### src/design/stsr_pkg.sv
`timescale 1ns / 1ps
`default_nettype none

package stsr_pkg;

    typedef enum logic [1:0] {
        OP_WRITE_START = 2'd0,
        OP_WRITE_DATA  = 2'd1,
        OP_READ        = 2'd2,
        OP_SET_TEMP    = 2'd3
    } opcode_t;

    // Register map
    localparam logic [7:0] ADDR_TEMP_INT   = 8'h01;
    localparam logic [7:0] ADDR_HIGH_INT   = 8'h07;
    localparam logic [7:0] ADDR_LOW_INT    = 8'h08;
    localparam logic [7:0] ADDR_TEMP_FRAC  = 8'h10;
    localparam logic [7:0] ADDR_HIGH_FRAC  = 8'h13;
    localparam logic [7:0] ADDR_LOW_FRAC   = 8'h14;
    localparam logic [7:0] ADDR_END        = 8'h15;
    localparam logic [7:0] READ_PAST_END   = 8'hFF;

    // Temperature conversion
    localparam logic [17:0] TEMP_MAX_MC    = 18'd255875;
    // floor(t / 125) == (t * RECIP_125) >> RECIP_SHIFT for every 18-bit t
    localparam int          RECIP_SHIFT    = 25;
    localparam logic [18:0] RECIP_125      = 19'd268436;
    localparam int          EIGHTHS_W      = 12;

    // Reset values
    localparam logic [7:0] RST_TEMP_INT    = 8'd45;
    localparam logic [2:0] RST_TEMP_FRAC   = 3'd4;
    localparam logic [7:0] RST_HIGH_INT    = 8'd255;

    typedef struct packed {
        opcode_t    opcode;
        logic [7:0] data_byte;
    } cmd_t;

    typedef struct packed {
        logic       over_range;
        logic [7:0] whole;
        logic [2:0] eighths;
    } temp_upd_t;

    typedef struct packed {
        logic [7:0] read_data;
        logic       error;
    } rsp_t;

endpackage

`default_nettype wire

### src/design/stsr_temp_conv.sv
`timescale 1ns / 1ps
`default_nettype none

module stsr_temp_conv
    import stsr_pkg::*;
(
    input  wire logic [17:0] temp_millideg,
    output temp_upd_t        upd
);

    logic [36:0]          prod;
    logic [EIGHTHS_W-1:0] eighths_total;

    // floor(t / 125) gives whole degrees in the upper bits and eighths below
    assign prod          = {19'd0, temp_millideg} * {18'd0, RECIP_125};
    assign eighths_total = prod[RECIP_SHIFT +: EIGHTHS_W];

    assign upd.over_range = (temp_millideg > TEMP_MAX_MC);
    assign upd.whole      = eighths_total[10:3];
    assign upd.eighths    = eighths_total[2:0];

endmodule

`default_nettype wire

### src/design/stsr_regfile.sv
`timescale 1ns / 1ps
`default_nettype none

module stsr_regfile
    import stsr_pkg::*;
(
    input  wire logic      aclk,
    input  wire logic      aresetn,
    input  wire logic      fire,
    input  wire cmd_t      cmd,
    input  wire temp_upd_t upd,
    output rsp_t           rsp
);

    logic [7:0] pointer_reg,   pointer_next;
    logic [7:0] temp_int_reg,  temp_int_next;
    logic [2:0] temp_frac_reg, temp_frac_next;
    logic [7:0] high_int_reg,  high_int_next;
    logic [7:0] low_int_reg,   low_int_next;
    logic [7:0] high_frac_reg, high_frac_next;
    logic [7:0] low_frac_reg,  low_frac_next;
    logic [7:0] read_byte;

    always_comb begin
        if (pointer_reg >= ADDR_END) begin
            read_byte = READ_PAST_END;
        end else begin
            case (pointer_reg)
                ADDR_TEMP_INT:  read_byte = temp_int_reg;
                ADDR_HIGH_INT:  read_byte = high_int_reg;
                ADDR_LOW_INT:   read_byte = low_int_reg;
                ADDR_TEMP_FRAC: read_byte = {temp_frac_reg, 5'd0};
                ADDR_HIGH_FRAC: read_byte = high_frac_reg;
                ADDR_LOW_FRAC:  read_byte = low_frac_reg;
                default:        read_byte = 8'd0;
            endcase
        end
    end

    always_comb begin
        pointer_next   = pointer_reg;
        temp_int_next  = temp_int_reg;
        temp_frac_next = temp_frac_reg;
        high_int_next  = high_int_reg;
        low_int_next   = low_int_reg;
        high_frac_next = high_frac_reg;
        low_frac_next  = low_frac_reg;
        rsp            = '0;
        case (cmd.opcode)
            OP_WRITE_START: begin
                pointer_next = cmd.data_byte;
            end
            OP_WRITE_DATA: begin
                pointer_next = pointer_reg + 8'd1;
                case (pointer_reg)
                    ADDR_HIGH_INT:  high_int_next  = cmd.data_byte;
                    ADDR_LOW_INT:   low_int_next   = cmd.data_byte;
                    ADDR_HIGH_FRAC: high_frac_next = cmd.data_byte;
                    ADDR_LOW_FRAC:  low_frac_next  = cmd.data_byte;
                    default:        rsp.error      = 1'b1;
                endcase
            end
            OP_READ: begin
                pointer_next  = pointer_reg + 8'd1;
                rsp.read_data = read_byte;
            end
            OP_SET_TEMP: begin
                if (upd.over_range) begin
                    rsp.error = 1'b1;
                end else begin
                    temp_int_next  = upd.whole;
                    temp_frac_next = upd.eighths;
                end
            end
            default: begin
                rsp = '0;
            end
        endcase
    end

    always_ff @(posedge aclk) begin
        if (!aresetn) begin
            pointer_reg   <= 8'd0;
            temp_int_reg  <= RST_TEMP_INT;
            temp_frac_reg <= RST_TEMP_FRAC;
            high_int_reg  <= RST_HIGH_INT;
            low_int_reg   <= 8'd0;
            high_frac_reg <= 8'd0;
            low_frac_reg  <= 8'd0;
        end else if (fire) begin
            pointer_reg   <= pointer_next;
            temp_int_reg  <= temp_int_next;
            temp_frac_reg <= temp_frac_next;
            high_int_reg  <= high_int_next;
            low_int_reg   <= low_int_next;
            high_frac_reg <= high_frac_next;
            low_frac_reg  <= low_frac_next;
        end
    end

endmodule

`default_nettype wire

### src/design/smbus_thermal_sensor_registers.sv
// Register file of a bus-attached temperature sensor. Each input transaction
// carries one bus event, selected by s_axis_tuser: a write start that loads the
// register pointer, a data byte written at the pointer (only the four limit
// registers 0x07, 0x08, 0x13, 0x14 take it; anything else drops the byte and
// flags an error), a read at the pointer (0xFF from 0x15 up), or a temperature
// update in millidegrees (above 255875 it is rejected with an error). Writes
// and reads advance the pointer, wrapping at 256. Every input transaction gives
// exactly one result transaction with the read byte (zero unless a read) and
// the error flag. The block takes one transaction per clock while the output
// keeps draining: an input register feeds a single pass of logic (pointer
// decode and one constant multiply for the divide by 125) into an output
// register that presents the result. s_axis_tready stays high while the output
// register is empty or being drained; when m_axis_tready drops, one more
// transaction is held in the input register before s_axis_tready falls.
// After reset the temperature reads 45.5 C and the high limit integer 255.
`timescale 1ns / 1ps
`default_nettype none

module smbus_thermal_sensor_registers
    import stsr_pkg::*;
(
    input  wire logic        aclk,
    input  wire logic        aresetn,

    input  wire logic        s_axis_tvalid,
    output logic             s_axis_tready,
    input  wire logic [31:0] s_axis_tdata,   // [7:0] data_byte, [25:8] temp_millideg, zero pad
    input  wire logic [1:0]  s_axis_tuser,   // [1:0] opcode

    output logic             m_axis_tvalid,
    input  wire logic        m_axis_tready,
    output logic [7:0]       m_axis_tdata,   // [7:0] read_data
    output logic [0:0]       m_axis_tuser    // [0] error
);

    logic        s_accept;
    logic        advance;

    // Input register
    logic        in_vld_reg,  in_vld_next;
    opcode_t     in_op_reg;
    logic [7:0]  in_data_reg;
    logic [17:0] in_temp_reg;

    // Output register
    logic        out_vld_reg, out_vld_next;
    rsp_t        out_rsp_reg;

    cmd_t        cmd;
    temp_upd_t   upd;
    rsp_t        rsp;

    // Move the held transaction forward when the output register is free or
    // draining this cycle.
    assign advance       = in_vld_reg && (!out_vld_reg || m_axis_tready);
    assign s_axis_tready = !in_vld_reg || !out_vld_reg || m_axis_tready;
    assign s_accept      = s_axis_tvalid && s_axis_tready;

    assign cmd.opcode    = in_op_reg;
    assign cmd.data_byte = in_data_reg;

    stsr_temp_conv u_conv (
        .temp_millideg (in_temp_reg),
        .upd           (upd)
    );

    // State only changes when the transaction moves into the output register.
    stsr_regfile u_regs (
        .aclk    (aclk),
        .aresetn (aresetn),
        .fire    (advance),
        .cmd     (cmd),
        .upd     (upd),
        .rsp     (rsp)
    );

    always_comb begin
        in_vld_next = in_vld_reg;
        if (s_accept) begin
            in_vld_next = 1'b1;
        end else if (advance) begin
            in_vld_next = 1'b0;
        end
    end

    always_comb begin
        out_vld_next = out_vld_reg;
        if (advance) begin
            out_vld_next = 1'b1;
        end else if (m_axis_tready) begin
            out_vld_next = 1'b0;
        end
    end

    always_ff @(posedge aclk) begin
        if (!aresetn) begin
            in_vld_reg  <= 1'b0;
            out_vld_reg <= 1'b0;
        end else begin
            in_vld_reg  <= in_vld_next;
            out_vld_reg <= out_vld_next;
        end
    end

    // Payload registers: load on accept, hold otherwise
    always_ff @(posedge aclk) begin
        if (s_accept) begin
            in_op_reg   <= opcode_t'(s_axis_tuser);
            in_data_reg <= s_axis_tdata[7:0];
            in_temp_reg <= s_axis_tdata[25:8];
        end
        if (advance) begin
            out_rsp_reg <= rsp;
        end
    end

    assign m_axis_tvalid   = out_vld_reg;
    assign m_axis_tdata    = out_rsp_reg.read_data;
    assign m_axis_tuser[0] = out_rsp_reg.error;

endmodule

`default_nettype wire

### config.mk
export PLATFORM = sky130hd
export DESIGN_NAME = smbus_thermal_sensor_registers
export DESIGN_NICKNAME = d
export VERILOG_FILES = /design/src/design/stsr_pkg.sv /design/src/design/stsr_temp_conv.sv /design/src/design/stsr_regfile.sv /design/src/design/smbus_thermal_sensor_registers.sv
export SDC_FILE = /design/constraint.sdc
export NUM_CORES = 1
export LEC_CHECK = 0
export ABC_AREA = 1
export BUFFER_PORTS_ARGS = -buffer_cell sky130_fd_sc_hd__buf_2
export CORE_ASPECT_RATIO = 1.25
export CORE_MARGIN = 2
export CORE_UTILIZATION = 40
export DETAILED_ROUTE_END_ITERATION = 8
export HOLD_SLACK_MARGIN = 0.15
export PLACE_DENSITY = 0.54
export SLEW_MARGIN = 25
export SYNTH_ARGS = -nofsm -noshare
export SYNTH_HDL_FRONTEND = slang
export SYNTH_SLANG_ARGS = --single-unit
export TNS_END_PERCENT = 50
### constraint.sdc
create_clock -name aclk -period 6.3 [get_ports aclk]
set_input_delay 0.315 -clock aclk [delete_from_list [all_inputs] [get_ports aclk]]
set_output_delay 0.315 -clock aclk [all_outputs]
set_load 0.01 [all_outputs]
==> metrics.txt <==
# TYPE chip_impl_metric gauge
chip_impl_metric{name="post-route-worst-setup-slack",unit="ns"} 1.440
chip_impl_metric{name="drcViolationCount",unit=""} 0
chip_impl_metric{name="grt_max_degree",unit=""} 38
chip_impl_info{name="tritoncts",value="done"} 1
chip_impl_metric{name="tritoncts_num_sinks",unit=""} 90
chip_impl_metric{name="wire_per_inst",unit="um"} 14.61
chip_impl_metric{name="yosys_warnings",unit=""} 0
chip_impl_metric{name="fp.coreArea",unit="um^2"} 20670
chip_impl_metric{name="number_of_flip_flops_in_the_largest_register",unit=""} 18
chip_impl_metric{name="globalRoute.totalOverflow",unit=""} 0
chip_impl_metric{name="dr.pass1.iters",unit=""} 5
chip_impl_metric{name="finalSetupViolCount",unit=""} 0
chip_impl_metric{name="r2r_slack",unit="ns"} 1.44
chip_impl_metric{name="synth.distinct_cells",unit=""} 45
chip_impl_info{name="criticalPathCategory",value="flop to flop"} 1
chip_impl_metric{name="tns",unit="ns"} 0
chip_impl_metric{name="power_frac_seq",unit=""} 0.229
chip_impl_metric{name="num-nets-final",unit=""} 1323
chip_impl_info{name="endpoint",value="u_regs.temp_int_reg[1]"} 1
chip_impl_metric{name="timing.slew.headroom",unit=""} 0.5048
chip_impl_info{name="mostFrequentLayoutCell",value="sky130_fd_sc_hd__nand2_1"} 1
chip_impl_metric{name="ir_drop",unit="mV"} 0.1429
chip_impl_metric{name="later_pin_clock_latency_in_the_skew_report",unit="ns"} 0.36
chip_impl_metric{name="max-clock-path-buffers",unit=""} 2
chip_impl_metric{name="first_global_vias",unit=""} 6677
chip_impl_metric{name="cts.htree.levels",unit=""} 3
chip_impl_metric{name="cell_internal_pwr",unit="mW"} 1.510
chip_impl_metric{name="arrival",unit="ns"} 5.12
chip_impl_metric{name="drive_above_1_share",unit=""} 0.09844
chip_impl_metric{name="die-area",unit="um^2"} 22140
chip_impl_metric{name="synthSimpleGateAreaFrac",unit=""} 0.1821
chip_impl_metric{name="worst-slew-pin-transition",unit="ns"} 0.7427
chip_impl_metric{name="clock_skew",unit="ns"} 0.01217
chip_impl_metric{name="detailedPlacementHpwl",unit="um"} 15990
chip_impl_metric{name="globalRouteTotalUtil",unit=""} 0.1878
chip_impl_metric{name="final_core_util",unit=""} 0.4561
chip_impl_metric{name="synth_compound_gate_area_share",unit=""} 0.1094
chip_impl_metric{name="timing.final.hold_violations",unit=""} 0
chip_impl_metric{name="number_of_buffers_inserted_during_clock_tree_synthesis",unit=""} 9
chip_impl_metric{name="synth-xor-area-share",unit=""} 0.002090
chip_impl_info{name="synth.top_cells.by_area",value="sky130_fd_sc_hd__ha_1 (23%), sky130_fd_sc_hd__edfxtp_1 (13%), sky130_fd_sc_hd__dfxtp_1 (13%)"} 1
chip_impl_metric{name="wire_length_of_the_first_global_routing_pass",unit="um"} 32700
chip_impl_metric{name="power.combinational.fraction",unit=""} 0.585
chip_impl_info{name="final_cell_mix",value="sky130_fd_sc_hd__nand2_1 (198), sky130_fd_sc_hd__inv_1 (197), sky130_fd_sc_hd__ha_1 (157), sky130_fd_sc_hd__a21oi_1 (80), sky130_fd_sc_hd__dfxtp_1 (53)"} 1
chip_impl_metric{name="route.final.wire_length",unit="um"} 19880
chip_impl_metric{name="max-cap-violations",unit=""} 0
chip_impl_metric{name="globalplace.congestion",unit=""} 0.9215
chip_impl_metric{name="route.vias.total",unit=""} 6584
chip_impl_metric{name="ioPinCount",unit=""} 49
chip_impl_metric{name="insertedDiodeCount",unit=""} 0
chip_impl_info{name="netlist.top_cell.by_area",value="sky130_fd_sc_hd__ha_1"} 1
chip_impl_metric{name="synth-adder-area-share",unit=""} 0.3442
chip_impl_metric{name="power_switching",unit="mW"} 1.371
chip_impl_metric{name="crit_required",unit="ns"} 6.56
chip_impl_info{name="largest_family_of_logic_cells_by_synthesized_area",value="adder cells"} 1
chip_impl_info{name="worst_r2r_startpoint",value="in_temp_reg[6]"} 1
chip_impl_metric{name="syn_area_per_cell",unit="um^2"} 8.282
chip_impl_metric{name="post_synthesis_cell_count",unit=""} 1012
chip_impl_metric{name="std_cell_rows",unit=""} 59
chip_impl_info{name="start_kind",value="flop"} 1
chip_impl_metric{name="netlist_area",unit="um^2"} 8382
chip_impl_metric{name="clock_power_share",unit=""} 0.186
chip_impl_metric{name="antenna_found_initial",unit=""} 0
chip_impl_info{name="grt_setup_unrepaired",value="false"} 1
chip_impl_metric{name="yosysSeqAreaShare",unit=""} 0.2591
chip_impl_metric{name="power_density",unit="nW/um^2"} 305.7
chip_impl_info{name="critPathLaunch",value="in_temp_reg[6]"} 1
chip_impl_metric{name="ys_ff_latch",unit=""} 90
chip_impl_metric{name="io_buffer_count",unit=""} 42
chip_impl_metric{name="floorplan.initialDensity",unit=""} 0.4055
chip_impl_info{name="clk_root_buffer_cell",value="sky130_fd_sc_hd__clkbuf_16"} 1
chip_impl_metric{name="maxSlewViolCount",unit=""} 0
chip_impl_metric{name="logic_depth_of_the_worst_register_to_register_path",unit=""} 21
chip_impl_metric{name="post_cts_resize_count",unit=""} 0
chip_impl_metric{name="floorplan.die.width",unit="um"} 133.5
chip_impl_metric{name="min_period_over_period",unit=""} 0.7714
chip_impl_metric{name="critical_path_peak_fanout",unit=""} 7
chip_impl_metric{name="synth_nets",unit=""} 1253
chip_impl_info{name="critical_path.reg2reg.endpoint",value="u_regs.temp_int_reg[1]"} 1
chip_impl_metric{name="leakagePower",unit="nW"} 4.903
chip_impl_metric{name="die_h",unit="um"} 165.8
chip_impl_metric{name="multiplexer_fraction_of_the_synthesized_cell_area",unit=""} 0
chip_impl_info{name="result_of_the_run",value="completed"} 1
chip_impl_metric{name="area_delta_synth_final",unit="%"} 12.46
chip_impl_metric{name="routed_via_density",unit=""} 4.838
chip_impl_metric{name="post-place-ws",unit="ns"} 1.409
chip_impl_info{name="capturing_element_type_of_the_critical_path",value="flop"} 1
chip_impl_metric{name="switching_share",unit=""} 0.4758
chip_impl_metric{name="netlist.area_leader.share",unit=""} 0.2344
chip_impl_metric{name="routed_antenna_nets",unit=""} 0
chip_impl_metric{name="clk_pin_slew",unit="ns"} 0.07
chip_impl_metric{name="drtIter0Drc",unit=""} 290
chip_impl_metric{name="max_freq",unit="MHz"} 205.8
chip_impl_info{name="worstHoldPathType",value="input pin to flop"} 1
chip_impl_metric{name="min_clock_period_post_route",unit="ns"} 4.860
## cell families (layout without fill, tap and decap cells)
kind of cell,Yosys count,count (layout)
AND/OR/NAND/NOR,338,338
buffers and inverters,222,297
adder cells (fa/ha/maj),203,203
AO/OA/AOI/OAI,157,157
flip-flops,90,90
XOR/XNOR,2,2
## Yosys cell counts, drive strengths merged
library cell / count
a211oi: 3
a21o: 4
a21oi: 82
a221oi: 1
a31oi: 1
and3: 1
buf: 7
clkbuf: 4
clkinv: 2
dfxtp: 53
edfxtp: 37
fa: 46
ha: 157
inv: 209
nand2: 207
nand3: 35
nand3b: 5
nand4: 17
nor2: 63
nor3: 9
o211ai: 8
o21a: 3
o21ai: 49
o21bai: 4
o22ai: 1
o31ai: 1
or2: 1
xnor2: 1
xor2: 1
## critical path: stages (launching register included)
cell and delay [ns]:
sky130_fd_sc_hd__edfxtp_1 0.64, sky130_fd_sc_hd__inv_1 0.09, sky130_fd_sc_hd__ha_1 0.29, sky130_fd_sc_hd__inv_1 0.04
sky130_fd_sc_hd__ha_1 0.20, sky130_fd_sc_hd__fa_1 0.53, sky130_fd_sc_hd__inv_1 0.05, sky130_fd_sc_hd__fa_1 0.47
sky130_fd_sc_hd__inv_1 0.05, sky130_fd_sc_hd__fa_1 0.53, sky130_fd_sc_hd__inv_1 0.06, sky130_fd_sc_hd__fa_1 0.53
sky130_fd_sc_hd__inv_1 0.04, sky130_fd_sc_hd__ha_1 0.34, sky130_fd_sc_hd__nand4_1 0.23, sky130_fd_sc_hd__or2_0 0.28
sky130_fd_sc_hd__nor2_1 0.09, sky130_fd_sc_hd__nor2_1 0.06, sky130_fd_sc_hd__nand3_1 0.06, sky130_fd_sc_hd__nand3_1 0.08
sky130_fd_sc_hd__nand2_1 0.07, sky130_fd_sc_hd__inv_1 0.03
## layer usage
metal,up-vias,wire length (um),GRT usage
li1,3426,-,-
met1,3018,8176,0.2112
met2,100,10500,0.3523
met3,40,442,0.02076
met4,0,764,0.08464
met5,-,0,0
## power by group through the flow
stage	clock network, mW	registers, mW	logic, mW
2_1_floorplan	0	0.661	1.29
3_3_place_gp	0	0.675	1.69
3_5_place_dp	0	0.675	1.69
4_1_cts	0.545	0.662	1.72
5_1_grt	0.566	0.664	1.96
6_report	0.535	0.661	1.69
## per-stage QoR
step / instance area [um^2] / hold slack (ns) / std cells / power (mW)
after floorplan: 8382 / 0.4139 / 1012 / 1.948
after global placement: 8877 / 0.4499 / 1318 / 2.364
after detailed placement: 8877 / 0.4491 / 1318 / 2.367
after CTS: 9427 / 0.1529 / 1361 / 2.926
after global routing: 9427 / 0.1589 / 1361 / 3.191
final: 9427 / 0.1557 / 1361 / 2.881
## final cells by class
cell class	instances	area, um^2
clock buffers	10	229.0
clock inverters	6	50.05
fillers	2083	11240
inverters	211	795.8
multi-input cells	700	5349
flip-flops and latches	90	2172
well taps	274	342.8
repair buffers	70	488.0
## worst min-delay path by stage
stage                                 startpoint                     end  slack (ns)  depth (start not counted)
final                            s_axis_tuser[1]            in_op_reg[1]        0.16                          1
after global routing             s_axis_tuser[1]            in_op_reg[1]        0.16                          1
after CTS                        s_axis_tuser[1]            in_op_reg[1]        0.15                          1
after detailed placement  u_regs.high_int_reg[5]  u_regs.high_int_reg[5]        0.45                          2
after global placement    u_regs.high_int_reg[3]  u_regs.high_int_reg[3]        0.45                          2
after floorplan                  s_axis_tdata[0]          in_data_reg[0]        0.41                          0
## repair_timing
item	in CTS	in global routing
buffers inserted	0	0
hold buffers	27	0
hold endpoints to repair	27	0
Note: power is estimated with default switching activity, not from simulation.
